### config.mk
export PLATFORM = sky130hd
export DESIGN_NAME = jpde_front
export DESIGN_NICKNAME = d
export VERILOG_FILES = /design/src/rtl/jpde_pkg.sv /design/src/rtl/jpde_front.sv
export SDC_FILE = /design/constraint.sdc
export NUM_CORES = 1
export LEC_CHECK = 0
export ABC_AREA = 1
export CAP_MARGIN = 20
export CORE_MARGIN = 2
export CORE_UTILIZATION = 51
export CTS_CLUSTER_SIZE = 30
export DETAILED_ROUTE_END_ITERATION = 10
export DONT_BUFFER_PORTS = 1
export HOLD_SLACK_MARGIN = 0.08
export PLACE_DENSITY = 0.66
export REMOVE_ABC_BUFFERS = 1
export SKIP_LAST_GASP = 1
export SLEW_MARGIN = 25
export SYNTH_ARGS = -nofsm -noshare
export SYNTH_HDL_FRONTEND = slang
export SYNTH_SLANG_ARGS = --single-unit
### constraint.sdc
create_clock -name clock -period 6.81 [get_ports clock]
set_input_delay 0.3405 -clock clock [delete_from_list [all_inputs] [get_ports clock]]
set_output_delay 0.3405 -clock clock [all_outputs]
set_load 0.005 [all_outputs]
### src/rtl/jpde_pkg.sv
// jpde_pkg: shared types, constants and saturating helpers for the jacobi
// polynomial derivative evaluator. No dependencies.
package jpde_pkg;

   // fixed-point formats
   localparam int FRAC_BITS = 32;
   localparam int X_FRAC    = 30;

   // recurrence index and coefficient widths (degree up to 63)
   localparam int KW   = 7;
   localparam int CW   = 22;
   localparam int DIVW = CW + FRAC_BITS + 1;
   localparam int DCW  = 6;

   // register indexes on the csr port
   localparam logic [1:0] REG_POLY_ORDER  = 2'd0;
   localparam logic [1:0] REG_DERIV_COUNT = 2'd1;
   localparam logic [1:0] REG_WEIGHT_EXP  = 2'd2;

   // one classified point with its configuration snapshot
   typedef struct packed {
      logic signed [31:0] point;
      logic [KW-1:0]      order;
      logic [2:0]         derivs;
      logic [2:0]         alpha;
   } job_type;

   // multiply unit command
   typedef struct packed {
      logic               start;
      logic               short_shift;
      logic signed [63:0] op_a;
      logic signed [63:0] op_b;
   } mul_cmd_type;

   // divide unit command
   typedef struct packed {
      logic            start;
      logic [DIVW-1:0] dividend;
      logic [CW-1:0]   divisor;
   } div_cmd_type;

   function automatic logic signed [63:0] sat_add(input logic signed [63:0] a,
                                                  input logic signed [63:0] b);
      logic signed [64:0] s;
      s = {a[63], a} + {b[63], b};
      if (s[64] != s[63]) return s[64] ? {1'b1, 63'b0} : {1'b0, {63{1'b1}}};
      return s[63:0];
   endfunction

   function automatic logic signed [63:0] sat_sub(input logic signed [63:0] a,
                                                  input logic signed [63:0] b);
      logic signed [64:0] s;
      s = {a[63], a} - {b[63], b};
      if (s[64] != s[63]) return s[64] ? {1'b1, 63'b0} : {1'b0, {63{1'b1}}};
      return s[63:0];
   endfunction

endpackage

### src/rtl/jpde_front.sv
// jpde_front: csr registers, point classification and the job queue.
// Depends on jpde_pkg.
module jpde_front #(
   parameter int MAX_ORDER = 32,
   parameter int MAX_DERIV = 3
) (
   input  logic              clock,
   input  logic              reset,
   input  logic              csr_valid,
   output logic              csr_ready,
   input  logic [1:0]        csr_index,
   input  logic [7:0]        csr_data,
   input  logic              req_tvalid,
   output logic              req_tready,
   input  logic [31:0]       req_tdata,   // [31:0] point
   output logic              job_valid,
   input  logic              job_pop,
   output jpde_pkg::job_type job
);

   logic [5:0] poly_order_ff;
   logic [1:0] deriv_count_ff;
   logic [2:0] weight_exp_ff;

   jpde_pkg::job_type q_ff [2];
   logic       wr_ptr_ff, rd_ptr_ff;
   logic [1:0] count_ff;
   logic       push, pop;
   jpde_pkg::job_type entry_in;

   assign csr_ready = 1'b1;

   // register writes, unknown index ignored
   always_ff @(posedge clock) begin
      if (reset) begin
         poly_order_ff  <= '0;
         deriv_count_ff <= '0;
         weight_exp_ff  <= '0;
      end else if (csr_valid) begin
         case (csr_index)
            jpde_pkg::REG_POLY_ORDER:  poly_order_ff  <= csr_data[5:0];
            jpde_pkg::REG_DERIV_COUNT: deriv_count_ff <= csr_data[1:0];
            jpde_pkg::REG_WEIGHT_EXP:  weight_exp_ff  <= csr_data[2:0];
            default: ;
         endcase
      end
   end

   // clamp degree and derivative count to the build limits
   always_comb begin
      entry_in.point = $signed(req_tdata);
      entry_in.order = ({1'b0, poly_order_ff} > jpde_pkg::KW'(MAX_ORDER))
                       ? jpde_pkg::KW'(MAX_ORDER) : {1'b0, poly_order_ff};
      entry_in.derivs = ({1'b0, deriv_count_ff} > 3'(MAX_DERIV))
                        ? 3'(MAX_DERIV) : {1'b0, deriv_count_ff};
      entry_in.alpha = weight_exp_ff;
   end

   // two-entry job queue
   assign req_tready = (count_ff != 2'd2);
   assign push       = req_tvalid && req_tready;
   assign job_valid  = (count_ff != 2'd0);
   assign pop        = job_pop && job_valid;
   assign job        = q_ff[rd_ptr_ff];

   always_ff @(posedge clock) begin
      if (push) q_ff[wr_ptr_ff] <= entry_in;
   end

   always_ff @(posedge clock) begin
      if (reset) begin
         wr_ptr_ff <= 1'b0;
         rd_ptr_ff <= 1'b0;
         count_ff  <= '0;
      end else begin
         if (push) wr_ptr_ff <= ~wr_ptr_ff;
         if (pop)  rd_ptr_ff <= ~rd_ptr_ff;
         case ({push, pop})
            2'b10:   count_ff <= count_ff + 2'd1;
            2'b01:   count_ff <= count_ff - 2'd1;
            default: count_ff <= count_ff;
         endcase
      end
   end

endmodule

**After elaboration in Yosys (flattened, before gate mapping)**

Memories as Yosys holds them, arrays and structs flattened. A register that Yosys moved wholly into a read port is not among the register bits.
Index checks and enable logic that the tools add are counted.

- $add $sub $neg: 2
- Order comparisons: 1
- Equal/unequal tests: 5
- Multiplexer cells: 6
- Bitwise operators: 2
- Reduce and logical (&&, ||, !) cells: 8

Operators by type and width:

| cell | count |
|---|---|
| 6-bit greater-than comparator (second input constant) | 1 |
| 6-bit 2-to-1 mux | 1 |
| 2-bit AND reduction | 3 |
| 2-bit by 1-bit == test with 1-bit output (second input constant) | 2 |
| 2-bit == test (second input constant) | 2 |
| 1-bit 2-to-1 mux | 4 |
| 2-bit case mux with 2 select lines | 1 |
| 2-bit nonzero test | 2 |
| 2-bit by 1-bit adder with 2-bit output (second input constant) | 1 |
| 1-bit logical AND | 2 |
| 2-bit zero test | 1 |
| 2-bit != test (second input constant) | 1 |
| 1-bit NOT | 2 |
| 2-bit by 1-bit subtractor with 2-bit output (second input constant) | 1 |

- Flip-flop bits (word level): 15
- Memory bits (writable): 86
- Input bits: 47
- Word-level logic and storage cells: 31
- Memories: 1

Memory list:

| name | depth | bits a word | rd ports | clocked after memory_dff | wr ports | line | RTL |
|---|---|---|---|---|---|---|---|
| q_ff | 2 | 43 | 1 | 1 | 1 | jpde_front.sv:25 | `jpde_pkg::job_type q_ff [2];` |

**Longest topological paths before layout**

- Depth in word-level cells: 4
- Gate-level depth with buffers: 10
- Gate-level depth less buffers: 10

**Worst setup path before layout**

OpenSTA, ideal clock, no wires.

- Path type: reg-to-reg
- Start: register count_ff[0]
- End: memory q_ff[0][0] (netlist name), enable pin
- Data arrival time: 2.427 ns
- Required time: 6.367 ns
- Setup slack: 3.940 ns
- Stages on the path, launching flop included: 5
- Buffers on the path: 0
- Period minus slack after synthesis: 2.870 ns
- Cells stage by stage: dfxtp_1 -> inv_1 -> nand2_1 -> nand2_1 -> nor2_1

- Longest elaborated chain between the ends: 4

Ends and longest elaborated chain:

| what | line | RTL |
|---|---|---|
| start: declaration | jpde_front.sv:27 | `logic [1:0] count_ff;` |
| start signal: assignment | jpde_front.sv:79 | `2'b10: count_ff <= count_ff + 2'd1;` |
| start signal: assignment | jpde_front.sv:80 | `2'b01: count_ff <= count_ff - 2'd1;` |
| start signal: assignment | jpde_front.sv:81 | `default: count_ff <= count_ff;` |
| 2-bit != test | jpde_front.sv:60 | `assign req_tready = (count_ff != 2'd2);` |
| via req_tready | jpde_front.sv:14 | `output logic req_tready,` |
| 1-bit logical AND | jpde_front.sv:61 | `assign push = req_tvalid && req_tready;` |
| 1-bit 2-to-1 mux | jpde_front.sv:67 | `if (push) q_ff[wr_ptr_ff] <= entry_in;` |
| 1-bit 2-to-1 mux (implied by the code) | jpde_front.sv:67 |  |
| end: declaration | jpde_front.sv:25 |  |

The timed path passes the listed nets, and every way through them passes these cells.

==> metrics <==
initial standard-cell utilization of the core=0.524; hold slack=144 ps; dominant synthesized flop cell=sky130_fd_sc_hd__edfxtp_1; Slew Limit Headroom=0.469; Clock transition at path regs=90 ps; max-slew violation count=0; number of buffers created by CTS=9; library cell used as clock root buffer=sky130_fd_sc_hd__clkbuf_8; portion of total power attributed to combinational logic=0.182; number of max-cap violations=0; internal power of the cells=~1.0 mW; clock share of power=0.261; vias per cell=5.03; cell with the most instances after synthesis=sky130_fd_sc_hd__edfxtp_1; number of endpoints with negative hold slack in the final report=0; filler instances=616; class of the tightest hold or removal check=input pin to flop; number of setup violations in the final report=0; initial antenna violation count=0; hpwl dp=3850 um; gr ovfl total=0; Yosys warnings=0; vias in the first global route=roughly 1.9k; full die area=8630 um2; synthesized-area fraction occupied by and/or/nand/nor cells=0.0484; Layout Area Growth over Synthesis=13.9%; overall global routing resource usage=0.149; endpoint arrival time on the critical path=1760 ps; ant diodes=0; total I/O pin count=95; total DRC errors in the routed layout=0; Design Power=1.39 mW; routed vias=1942; Final min period=2100 ps; cell taking the most area after synthesis=sky130_fd_sc_hd__edfxtp_1; largest cells by area after synthesis=sky130_fd_sc_hd__edfxtp_1 (64%), sky130_fd_sc_hd__mux2_4 (15%), sky130_fd_sc_hd__dfxtp_1 (8.0%); nets=327; final design instance area without fill=4590 um2; switching power share of the total=0.246; register-to-register setup slack=around 4800 ps; Unique masters post-synth=19; Site Rows=32; TritonCTS clock tree=done; residual antenna-violating net count after detailed routing=0; clock insertion delay at the later pin of the skew report=360 ps; fraction of the mapped netlist area in compound gates=0.0236; slew at the pin with the worst max-slew slack=797 ps; Setup Skew=9.93 ps; Yosys top cell area share=0.641; register share of total power=0.557; Die Height=92.9 um; post-placement cell count=338; critical setup path kind=flop to output port; deepest clock path buffer count=2; layout cells sized above 1=0.222; Syn Area/Cell=16.6 um2; wire length of the first global-routing pass=9630 um; Worst Path Max Fanout=43; Worst Setup Slack, final=4710 ps; fraction of registers with async set/reset=0; launching element type of the critical path=flop; highest clock frequency the design can meet=about 480 MHz; largest net degree at the start of global routing=44; netlist area before placement=4030 um2; first-pass detailed-route iteration total=4; Pleak=about 1.7 nW; switching power=between 0.3 and 0.4 mW; dominant combinational cell family by area after synthesis=multiplexers; top cell types by occurrence after synthesis=sky130_fd_sc_hd__edfxtp_1 (86), sky130_fd_sc_hd__mux2_4 (40), sky130_fd_sc_hd__nor2_1 (37), sky130_fd_sc_hd__dfxtp_1 (16), sky130_fd_sc_hd__inv_1 (16); Post-synth EDFFs=between 80 and 90; Final period util=0.309; number of instances in the synthesized netlist=242; Power Dens Cells=302 nW/um2; multiplexer share of the synthesized area=0.157; RSZ-0062 raised after global routing=false; number of storage elements in the synthesis netlist=102; result of the run=finished clean; cell area after placement=4080 um2; die outline width=92.9 um; DR WL/cell=16.2 um; setup TNS=0 ps; count of port buffers added during placement=0; post-synthesis sequential area ratio=0.720; Starting DRT DRC Count=87; gpl congestion=0.635; utilization after layout=0.597; Core Region=7690 um2; number of instances resized during post-cts repair=0; TritonCTS Sinks=102; area share of fa/ha/maj cells after synthesis=0.00311; XOR/XNOR share of the synthesized area=0; H-tree depth=3; data required time of the worst path=around 6500 ps; peak ir drop on the vdd network=0.194 mV; worst slack, placed=roughly 4800 ps; type of element capturing the critical path=output port; total wire length=6250 um; Post-Layout Cell Count=386
[layout by cell type, fill, tap and decap left out, drive strengths merged]
master and count:
buf 3, nand4 1, clkinvlp 2, nand3 4
bufinv 1, conb 3, inv 16, dfxtp 16
o21ai 14, a21oi 2, mux2 43, a21boi 2
nand2 8, clkbuf 10, clkinv 3, dlygate4sd3 32
nor2 37, ha 1, edfxtp 86
[cell type report]
type                            instances  area [um2]  area share
Clock inverter                          6        62.6      0.0136
Multi-Input combinational cell        115         963       0.210
Tap cell                              102         128      0.0278
Timing Repair Buffer                   35         343      0.0747
Sequential cell                       102        2900       0.633
Clock buffer                           10         128      0.0278
Inverter                               16        60.1      0.0131
[state kept, by name (all words and copies together), names as in the netlist, named ones only]
signal / flops
count_ff: 2
deriv_count_ff: 2
poly_order_ff: 6
q_ff: 86
rd_ptr_ff: 1
weight_exp_ff: 3
wr_ptr_ff: 1
[layer usage]
layer | wire length, um | vias to the layer above | track usage
met1 | 2640 | 928 | 0.174
met2 | 3080 | 69 | 0.251
met3 | 399 | 12 | 0.0391
li1 | - | 933 | -
met4 | 129 | 0 | 0.0772
met5 | 0 | - | 0
[power by group through the flow]
stage	clock, mW	sequential, mW	combinational (mW)
after floorplan	0	0.807	0.179
after global placement	0	0.783	0.238
after detailed placement	0	0.788	0.240
after CTS	0.372	0.774	0.258
after global routing	0.394	0.780	0.277
final	0.362	0.773	0.252
[cells by family (layout without fill, tap and decap cells)]
| family | count (synthesis) | after routing |
|---|---|---|
| compound gates | 18 | 18 |
| fa+ha+maj | 1 | 1 |
| buf+inv | 26 | 67 |
| flops | 102 | 102 |
| mux | 43 | 43 |
| other cells | 2 | 3 |
| simple gates | 50 | 50 |
[final timing paths]
check	from	end	depth (start not counted)
setup / recovery	flop	job[44]	2
hold / removal	req_tvalid	wr_ptr_ff	2
setup reg to reg	count_ff[0]	q_ff[0][0]	5
hold reg to reg	weight_exp_ff[1]	q_ff[1][1]	0
[worst max-delay path, cell delays in order, from the launching register on]
cell                      delay [ps]
sky130_fd_sc_hd__dfxtp_2         320
sky130_fd_sc_hd__buf_4           610
sky130_fd_sc_hd__mux2_2          440
[repair_timing]
item	4_1_cts	5_1_grt
hold buffers	32	0
setup buffers	0	0
endpoints found under the hold margin	64	0
Power figures use the tool's default switching activity.
