## src/rtl/jpde_pkg.sv

```systemverilog
// jpde_pkg: shared types, constants and saturating helpers for the jacobi
// polynomial derivative evaluator. No dependencies.
package jpde_pkg;

   // fixed-point formats
   localparam int FRAC_BITS = 32;
   localparam int X_FRAC    = 30;

   // recurrence index and coefficient widths (degree up to 63)
   localparam int KW   = 7;
   localparam int CW   = 22;
   localparam int DIVW = CW + FRAC_BITS + 1;
   localparam int DCW  = 6;

   // register indexes on the csr port
   localparam logic [1:0] REG_POLY_ORDER  = 2'd0;
   localparam logic [1:0] REG_DERIV_COUNT = 2'd1;
   localparam logic [1:0] REG_WEIGHT_EXP  = 2'd2;

   // one classified point with its configuration snapshot
   typedef struct packed {
      logic signed [31:0] point;
      logic [KW-1:0]      order;
      logic [2:0]         derivs;
      logic [2:0]         alpha;
   } job_type;

   // multiply unit command
   typedef struct packed {
      logic               start;
      logic               short_shift;
      logic signed [63:0] op_a;
      logic signed [63:0] op_b;
   } mul_cmd_type;

   // divide unit command
   typedef struct packed {
      logic            start;
      logic [DIVW-1:0] dividend;
      logic [CW-1:0]   divisor;
   } div_cmd_type;

   function automatic logic signed [63:0] sat_add(input logic signed [63:0] a,
                                                  input logic signed [63:0] b);
      logic signed [64:0] s;
      s = {a[63], a} + {b[63], b};
      if (s[64] != s[63]) return s[64] ? {1'b1, 63'b0} : {1'b0, {63{1'b1}}};
      return s[63:0];
   endfunction

   function automatic logic signed [63:0] sat_sub(input logic signed [63:0] a,
                                                  input logic signed [63:0] b);
      logic signed [64:0] s;
      s = {a[63], a} - {b[63], b};
      if (s[64] != s[63]) return s[64] ? {1'b1, 63'b0} : {1'b0, {63{1'b1}}};
      return s[63:0];
   endfunction

endpackage

```

## src/rtl/jpde_div.sv

```systemverilog
// jpde_div: bit-serial restoring divider for the recurrence coefficients,
// one quotient bit per cycle. Depends on jpde_pkg.
module jpde_div (
   input  logic                          clock,
   input  logic                          reset,
   input  jpde_pkg::div_cmd_type         cmd,
   output logic                          done,
   output logic [jpde_pkg::DIVW-1:0]     quot
);

   typedef enum logic {D_IDLE, D_RUN} dstate_type;

   dstate_type                  state_ff;
   logic                        done_ff;
   logic [jpde_pkg::DIVW-1:0]   dvd_ff, q_ff;
   logic [jpde_pkg::CW-1:0]     den_ff, rem_ff;
   logic [jpde_pkg::DCW-1:0]    cnt_ff;
   logic [jpde_pkg::CW:0]       trial, diff;
   logic                        fits;

   // one restoring step
   always_comb begin
      trial = {rem_ff, dvd_ff[jpde_pkg::DIVW-1]};
      diff  = trial - {1'b0, den_ff};
      fits  = (trial >= {1'b0, den_ff});
   end

   always_ff @(posedge clock) begin
      if (reset) begin
         state_ff <= D_IDLE;
         done_ff  <= 1'b0;
      end else begin
         done_ff <= 1'b0;
         case (state_ff)
            D_IDLE: begin
               if (cmd.start) begin
                  dvd_ff   <= cmd.dividend;
                  den_ff   <= cmd.divisor;
                  rem_ff   <= '0;
                  q_ff     <= '0;
                  cnt_ff   <= '0;
                  state_ff <= D_RUN;
               end
            end
            D_RUN: begin
               rem_ff <= fits ? diff[jpde_pkg::CW-1:0] : trial[jpde_pkg::CW-1:0];
               q_ff   <= {q_ff[jpde_pkg::DIVW-2:0], fits};
               dvd_ff <= dvd_ff << 1;
               cnt_ff <= cnt_ff + 1'b1;
               if (cnt_ff == jpde_pkg::DCW'(jpde_pkg::DIVW - 1)) begin
                  done_ff  <= 1'b1;
                  state_ff <= D_IDLE;
               end
            end
            default: state_ff <= D_IDLE;
         endcase
      end
   end

   assign done = done_ff;
   assign quot = q_ff;

endmodule

```

## config.mk

```make
export PLATFORM = sky130hd
export DESIGN_NAME = jpde_div
export DESIGN_NICKNAME = d
export VERILOG_FILES = /design/src/rtl/jpde_pkg.sv /design/src/rtl/jpde_div.sv
export SDC_FILE = /design/constraint.sdc
export NUM_CORES = 1
export LEC_CHECK = 0
export BUFFER_PORTS_ARGS = -buffer_cell sky130_fd_sc_hd__clkbuf_2
export CAP_MARGIN = 20
export CORE_ASPECT_RATIO = 1.25
export CORE_MARGIN = 2
export CORE_UTILIZATION = 60
export CTS_CLUSTER_DIAMETER = 100
export DETAILED_ROUTE_END_ITERATION = 10
export PLACE_DENSITY = 0.95
export SETUP_SLACK_MARGIN = 0.4
export SYNTH_ARGS = -nofsm -noshare
export SYNTH_HDL_FRONTEND = slang
export SYNTH_SLANG_ARGS = --single-unit
```

## constraint.sdc

```tcl
create_clock -name clock -period 16 [get_ports clock]
set_input_delay 2.4 -clock clock [delete_from_list [all_inputs] [get_ports clock]]
set_output_delay 2.4 -clock clock [all_outputs]
set_load 0.02 [all_outputs]
```

# --- Yosys cells after proc, flatten, opt, wreduce, memory -nomap -nowiden ---
# Cells that the tools add are included.
word_totals:
  mem_bits_ro: 0
  regBits: 162
  mem_count: 0
  latchBits: 0
  wordCells: 30
  input_bits: 80
  ramBits: 0
op_classes:
  shifts: 0
  n_reduce_logical: 3
  add_sub_neg: 2
  mux: 13
  n_eq_ne: 2
  order_cmp: 1
  bitwise: 2
  div_mod_pow: 0
  n_mul: 0
ops:
  columns: ["op", "n"]
  rows:
  - ["$pmux W55 S2", 2]
  - ["$mux W55", 2]
  - ["$mux W22", 2]
  - ["$pmux W22 S2", 1]
  - ["$ge A23 B22 Y1", 1]
  - ["$sub A22 B22 Y22", 1]
  - ["$pmux W6 S2", 1]
  - ["$add A6 B1 Y6 const B", 1]
  - ["$eq A6 B6 Y1 const B", 1]
  - ["$mux W6", 1]
  - ["$mux W1", 3]
  - ["$reduce_and A3 Y1", 1]
  - ["$ne A2 B2 Y1 const B", 1]
  - ["$not A1 Y1", 2]
  - ["$pmux W1 S2", 1]
  - ["$reduce_and A2 Y1", 1]
  - ["$reduce_or A2 Y1", 1]

# --- Depth between registers and ports, before layout ---
# Gate-level depths: netlist of run 1.
depth:
  ltp_word: 3
  ltp_mapped: 12
  mapped_depth_nobuf: 12

# --- Worst setup path after synthesis of run 1 ---
# Ideal clock, no wire load.
synth_path:
  kind: "input-to-reg"
  start: "input cmd[77] (netlist bit)"
  end: "register cnt_ff[0] (netlist bit) (enable)"
  stages: 2
  setup_slack_ps: 7192
  t_required_ps: 15363
  arrival_time_ps: 8172
  cell_sequence: "nor2_1 > nor2_1"
synth_via:
  elab_chain_len: 2
synth_lines:
  columns: ["item", "line", "text"]
  rows:
  - ["start: declaration", "jpde_div.sv:6", "input jpde_pkg::div_cmd_type cmd,"]
  - ["$ne A2 B2 Y1 (no line)", null, null]
  - ["$reduce_and A2 Y1 (no line)", null, null]
  - ["end signal: assignment", "jpde_div.sv:49", "cnt_ff <= cnt_ff + 1'b1;"]
  - ["end: declaration", "jpde_div.sv:17", "logic [jpde_pkg::DCW-1:0] cnt_ff;"]
# No other way between the ends.
# A chain may end at the register's enable or synchronous reset.

# --- Worst setup path after layout of run 1 ---
layout_path:
  start: "input reset"
  end: "register q_ff, in the netlist quot[46] (enable)"
layout_via:
  elab_chain_len: 2
layout_lines:
  columns: ["item", "line", "text"]
  rows:
  - ["start: declaration", "jpde_div.sv:5", "input logic reset,"]
  - ["$not A1 Y1 (no line)", null, null]
  - ["$reduce_and A2 Y1 (no line)", null, null]
  - ["end signal: assignment", "jpde_div.sv:47", "q_ff <= {q_ff[jpde_pkg::DIVW-2:0], fits};"]
  - ["end: declaration", "jpde_div.sv:15", "logic [jpde_pkg::DIVW-1:0] dvd_ff, q_ff;"]
# No other way between the ends.

==> reports/summary.txt, run 1 <==
status = finished, final reports clean
Yosys Warn Count = 0
filler cell count = 785
first-pass GRT wire length = 23.8 mm
setup TNS = 0 ns
PD cells = 120 nW/um^2
Max H-tree Level = 4
CTS resizes = 0
Setup violations, final = 0
CP Max Fanout = 48
Final ANT Viol Nets = 0
crit path kind = primary input to flip-flop
Post-Syn Area = 7550 sq um
Die Span Y = 129 um
total wire length = 15.1 mm
drc violations = 0
number of port buffers = 135
clock transition at the registers of the reported paths = 0.06 ns
fraction of layout cells with a size suffix above 1 = 33.6%
highest-count cells in the layout ignoring fill and taps = edfxtp_1 (160), clkbuf_2 (135), and2_1 (55), mux2_2 (54), nor2_1 (36)
nets = 784
Total GRT Usage = 22.7%
Final Slew Violations = 0
Slew HR = 37.0%
Setup crit end kind = flip-flop
Final period util = 23.2%
clock latency on the worst-skew pair = 0.42 ns
IO Pins = 136
critical path data required time = 16.11 ns
final core occ = 73.6%
clk_skew = 0.00579 ns
Final min period = 3.72 ns
DR vias/cell = 5.54
syn nets = 643
CTS tree = done
# diodes = 0
RSZ-0062 raised after global routing = false
worst hold-check path type = flip-flop to flip-flop
postcts setup bufs = 0
Starting DRT DRC Count = 294
Root Buffer = clkbuf_16
via count = 4734
area leader, netlist = edfxtp_1
Final Cell Area = 9000 sq um
die area = 13500 sq um
Max Root-Sink Buffers = 2
WL per Instance = 17.7 um
core area = 12200 sq um
initial antenna violation count = 0
Achievable Freq = 269 MHz
fraction of registers with async set/reset = 0%
dominant synthesized flop cell = edfxtp_1
GRT overflow = 0
CP startpoint kind = primary input
Worst Tran Pin Value = 0.941 ns
GP Congestion = 0.888
vias in the first global route = 4946
commonest non-fill, non-tap cell in the layout = edfxtp_1
Layout area overhead = 19.1%
cts hold-fix bufs = 0
Static Leak = 0.00365 uW
Worst VDD drop = 0.0939 mV
dpl hpwl = 10.1 mm
placed inst area = 8390 sq um
Fin. Hold Viols = 0
Worst Path Arrival = 3.82 ns
Sink Count = 162
DR pass1 iterations = 6
Post-Syn Instances = 538
die outline width = 104 um
initial core utilization = 61.8%
MaxCap Viol Count = 0
Fin Hold WS = 0.549 ns
pin count of the biggest net entering global routing = 117
CTS buffer count = 17
number of enable flip-flop cells after synthesis = 160
synthesized flop and latch total = 162
std cell rows = 45
library cells used by synthesis = 49
Syn Area/Cell = 14.0 sq um
post-synthesis sequential area ratio = 64.1%
Synth top area share = 63.6%
top cells by area, synth = edfxtp_1 (64%), mux2_2 (8.0%), and2_1 (4.6%), ha_1 (4.0%), mux2i_1 (2.1%)
[worst paths after layout]
kind              slack, ns       start    endpoint  depth (start not counted)
hold / removal         0.55  dvd_ff[52]  dvd_ff[53]                          1
setup reg to reg      12.66   den_ff[3]  rem_ff[19]                         10
hold reg to reg        0.55  dvd_ff[52]  dvd_ff[53]                          1
setup / recovery      12.28       reset    quot[46]                          4
[area by class of cell]
class | count | area (sq um) | share of cell area, %
sequential | 162 | 4850 | 53.9
clock buffer | 18 | 429 | 4.77
timing repair buffer | 141 | 766 | 8.51
inverter | 31 | 116 | 1.29
clock inverter | 13 | 113 | 1.25
multi-input combinational | 326 | 2520 | 28.0
tap | 164 | 205 | 2.28
[worst max-delay path, stage by stage]
cell	delay (ns)
clkbuf_2	0.13
nor2_4	0.33
buf_4	0.59
buf_12	0.33
[kinds of logic (layout without fill, tap and decap cells)]
group           after synthesis  in the layout  share of synthesized area [%]
flops                       162            162                           64.1
simple gates                142            142                           9.97
mux                          70             70                           10.2
compound gates               66             66                           6.13
buf+inv                      50            203                           2.70
fa+ha+maj                    25             25                           4.24
xor+xnor                     23             23                           2.67
[layer usage]
layer | wire, um | global-route usage, % | vias to the layer above
li1 | - | - | 2243
met1 | 5900 | 25.9 | 2325
met5 | 0 | 0 | -
met4 | 232 | 8.59 | 0
met2 | 8060 | 40.2 | 141
met3 | 944 | 7.39 | 25
[stage by stage]
| stage | cells | setup slack [ns] | total power [uW] |
|---|---|---|---|
| 6_report | 855 | 12.28 | 1080 |
| 5_1_grt | 855 | 12.20 | 1120 |
| 2_1_floorplan | 538 | 7.19 | 664 |
| 4_1_cts | 852 | 11.52 | 1080 |
| 3_5_place_dp | 821 | 11.04 | 706 |
| 3_3_place_gp | 821 | 11.18 | 696 |
[cells in the mapped netlist, drive strengths merged (4+ instances only)]
| master | count |
|---|---|
| edfxtp | 160 |
| and2 | 56 |
| mux2 | 54 |
| nor2 | 37 |
| inv | 31 |
| ha | 24 |
| a21oi | 18 |
| nand2 | 17 |
| mux2i | 16 |
| clkbuf | 14 |
| o21ai | 13 |
| xnor2 | 12 |
| xor2 | 11 |
| nand3 | 10 |
| a21o | 5 |
| buf | 5 |
| nand2b | 5 |
| nand4 | 5 |
| a211oi | 4 |
| nor3 | 4 |
| o21a | 4 |
[registers in the layout, indices dropped and copies added (netlist names)]
signal and count:
state_ff 1, dvd_ff 55, done 1, den_ff 22
rem_ff 22, quot 55, cnt_ff 6
[power by group]
group	internal, uW	leakage, uW	switching (uW)
clock network	213	0.000256	163
logic	76.6	0.00183	102
registers	510	0.00156	14.6
total	800	0.00365	279
Power figures use the tool's default switching activity.
==> inputs of run 2 (changes only) <==
Settings changed: CORE_UTILIZATION 60 to 51, PLACE_DENSITY 0.95 to 0.89.
Clock period 16 ns to 3.25 ns, I/O delays scaled along.
==> run 2 against run 1 <==
  * The run now ends with DRC left
  * Die area up 17%
  * Utilization down 11 points
  * Combinational power rose to 4.9 times the previous value
  * Critical path type is now flip-flop to flip-flop
==> reports/summary.txt, run 2 (same netlist as run 1, synthesis figures left out) <==
drc violations = 1 (was 0)
Max Root-Sink Buffers = 2 (unchanged)
Starting DRT DRC Count = 202 (was 294)
setup TNS = 0 ns (unchanged)
crit path kind = flip-flop to flip-flop (was primary input to flip-flop)
DR vias/cell = 5.41 (was 5.54)
IO Pins = 136 (unchanged)
Setup violations, final = 0 (unchanged)
critical path data required time = 3.42 ns (was 16.11 ns)
Multi-input gate area = 2580 sq um (was 2520 sq um)
total wire length = 14.3 mm (was 15.1 mm)
Final Slew Violations = 0 (unchanged)
fraction of layout cells with a size suffix above 1 = 35.3% (was 33.6%)
die outline width = 113 um (was 104 um)
die area = 15800 sq um (was 13500 sq um)
clock latency on the worst-skew pair = 0.42 ns (about the same)
pin count of the biggest net entering global routing = 89 (was 117)
Setup crit end kind = flip-flop (unchanged)
flop2flop setup slack = 0.53 ns (was 12.66 ns)
Root Buffer = clkbuf_16 (unchanged)
Critical R2R Capture = rem_ff[19] (unchanged)
dpl hpwl = 10.0 mm (was 10.1 mm)
fin worst setup slack = 0.532 ns (was 12.28 ns)
clk_skew = 0.00836 ns (was 0.00579 ns)
Hold Path Depth = 1 (unchanged)
clock transition at the registers of the reported paths = 0.06 ns (about the same)
crit path launch = rem_ff[9] (was reset)
GP Congestion = 0.898 (was 0.888)
GRT overflow = 0 (unchanged)
initial core utilization = 52.2% (was 61.8%)
std cell rows = 49 (was 45)
Layout area overhead = 20.4% (was 19.1%)
Final ANT Viol Nets = 0 (unchanged)
core area = 14500 sq um (was 12200 sq um)
Worst Tran Pin Value = 0.808 ns (was 0.941 ns)
failing checks = DRC
WHS Endpoint = den_ff[18] (was dvd_ff[53])
worst hold-check path type = primary input to flip-flop (was flip-flop to flip-flop)
commonest non-fill, non-tap cell in the layout = edfxtp_1 (unchanged)
Fin. Hold Viols = 0 (unchanged)
PD cells = 589 nW/um^2 (was 120 nW/um^2)
Worst VDD drop = 0.470 mV (was 0.0939 mV)
number of port buffers = 135 (unchanged)
CTS tree = done (unchanged)
vias in the first global route = 4916 (was 4946)
nets = 788 (was 784)
Slew HR = 46.2% (was 37.0%)
Total GRT Usage = 18.6% (was 22.7%)
CP Max Fanout = 21 (was 48)
pre-CTS setup slack = 0.158 ns (was 11.04 ns)
Hold Crit Start = cmd[18] (was dvd_ff[52])
via count = 4716 (was 4734)
Achievable Freq = 368 MHz
register area = 4850 sq um (unchanged)
DR pass1 iterations = 8 (was 6)
Sink Count = 162 (unchanged)
initial antenna violation count = 0 (unchanged)
status = finished, violations left (was finished, final reports clean)
MaxCap Viol Count = 0 (unchanged)
highest-count cells in the layout ignoring fill and taps = edfxtp_1 (160), clkbuf_2 (135), and2_1 (55), mux2_2 (54), nor2_1 (35) (was edfxtp_1 (160), clkbuf_2 (135), and2_1 (55), mux2_2 (54), nor2_1 (36))
Reg2Reg Depth = 9 (was 10)
Final period util = 83.6%
RSZ-0062 raised after global routing = true (was false)
Max H-tree Level = 4 (unchanged)
Worst R2R Start = rem_ff[9] (was den_ff[3])
filler cell count = 1083 (was 785)
WL per Instance = 16.3 um (was 17.7 um)
Die Span Y = 140 um (was 129 um)
Static Leak = 0.00367 uW (was 0.00365 uW)
CP startpoint kind = flip-flop (was primary input)
# diodes = 0 (unchanged)
Worst Path Arrival = 2.88 ns (was 3.82 ns)
CTS buffer count = 17 (unchanged)
first-pass GRT wire length = 23.2 mm (was 23.8 mm)
Final min period = 2.72 ns
run 2: what timing repair did:
| item | 4_1_cts | 5_1_grt |
|---|---|---|
| endpoints found under the hold margin | 0 | 0 |
| endpoints found under the setup margin | 4 | 17 |
| setup buffers | 1 | 0 |
| gates cloned | 0 | 0 |
| pin swaps | 1 | 3 |
| hold buffers | 0 | 0 |
| gates resized for setup | 2 | 14 |
run 2: metrics by stage:
stage	util [%]	instances	power, uW	hold slack [ns]	cell area (sq um)
floorplan	-	538	3260	0.504	7590
global placement	58.6	841	3450	0.526	8480
detailed placement	58.6	841	3490	0.533	8480
CTS	62.5	872	5390	0.227	9050
global route	62.9	872	5580	0.221	9090
finish	62.9	872	5360	0.244	9090
run 2: layer usage:
| layer | part of all wire, % | track usage (%) | vias up |
|---|---|---|---|
| met5 | 0 | 0 | - |
| met2 | 53 | 31.7 | 154 |
| met3 | 6.4 | 6.27 | 26 |
| li1 | - | - | 2260 |
| met1 | 39 | 21.2 | 2276 |
| met4 | 2.0 | 8.22 | 0 |
run 2: area by class of cell:
cell class	instances	share of cell area, %
Multi-Input combinational cell	326	28.4
Sequential cell	162	53.3
Clock buffer	19	4.76
Clock inverter	11	1.27
Inverter	31	1.28
Tap cell	178	2.45
Timing Repair Buffer	145	8.57
run 2: how the worst max path moves through the flow:
stage | to | slack (ns) | cells after the start
floorplan | cnt_ff[0] | 0.17 | 4
global placement | rem_ff[16] | 0.37 | 12
detailed placement | rem_ff[16] | 0.16 | 12
CTS | rem_ff[16] | 0.38 | 12
global route | rem_ff[16] | 0.35 | 12
finish | rem_ff[19] | 0.53 | 9
run 2: power breakdown:
| group | leakage, uW | switching (uW) | internal (uW) |
|---|---|---|---|
| logic | 0.00185 | 475 | 392 |
| registers | 0.00156 | 96.9 | 2510 |
| clock network | 0.000264 | 769 | 1120 |
| total | 0.00367 | 1340 | 4020 |
run 2: worst max-delay path, stage by stage (launching register included):
cell      delay [ns]
edfxtp_1        0.39
ha_1            0.42
a21oi_2         0.24
o21ai_0         0.14
a221oi_2        0.31
nand2_1         0.18
o21ai_4         0.19
buf_6           0.24
or2b_1          0.25
o211a_1         0.12
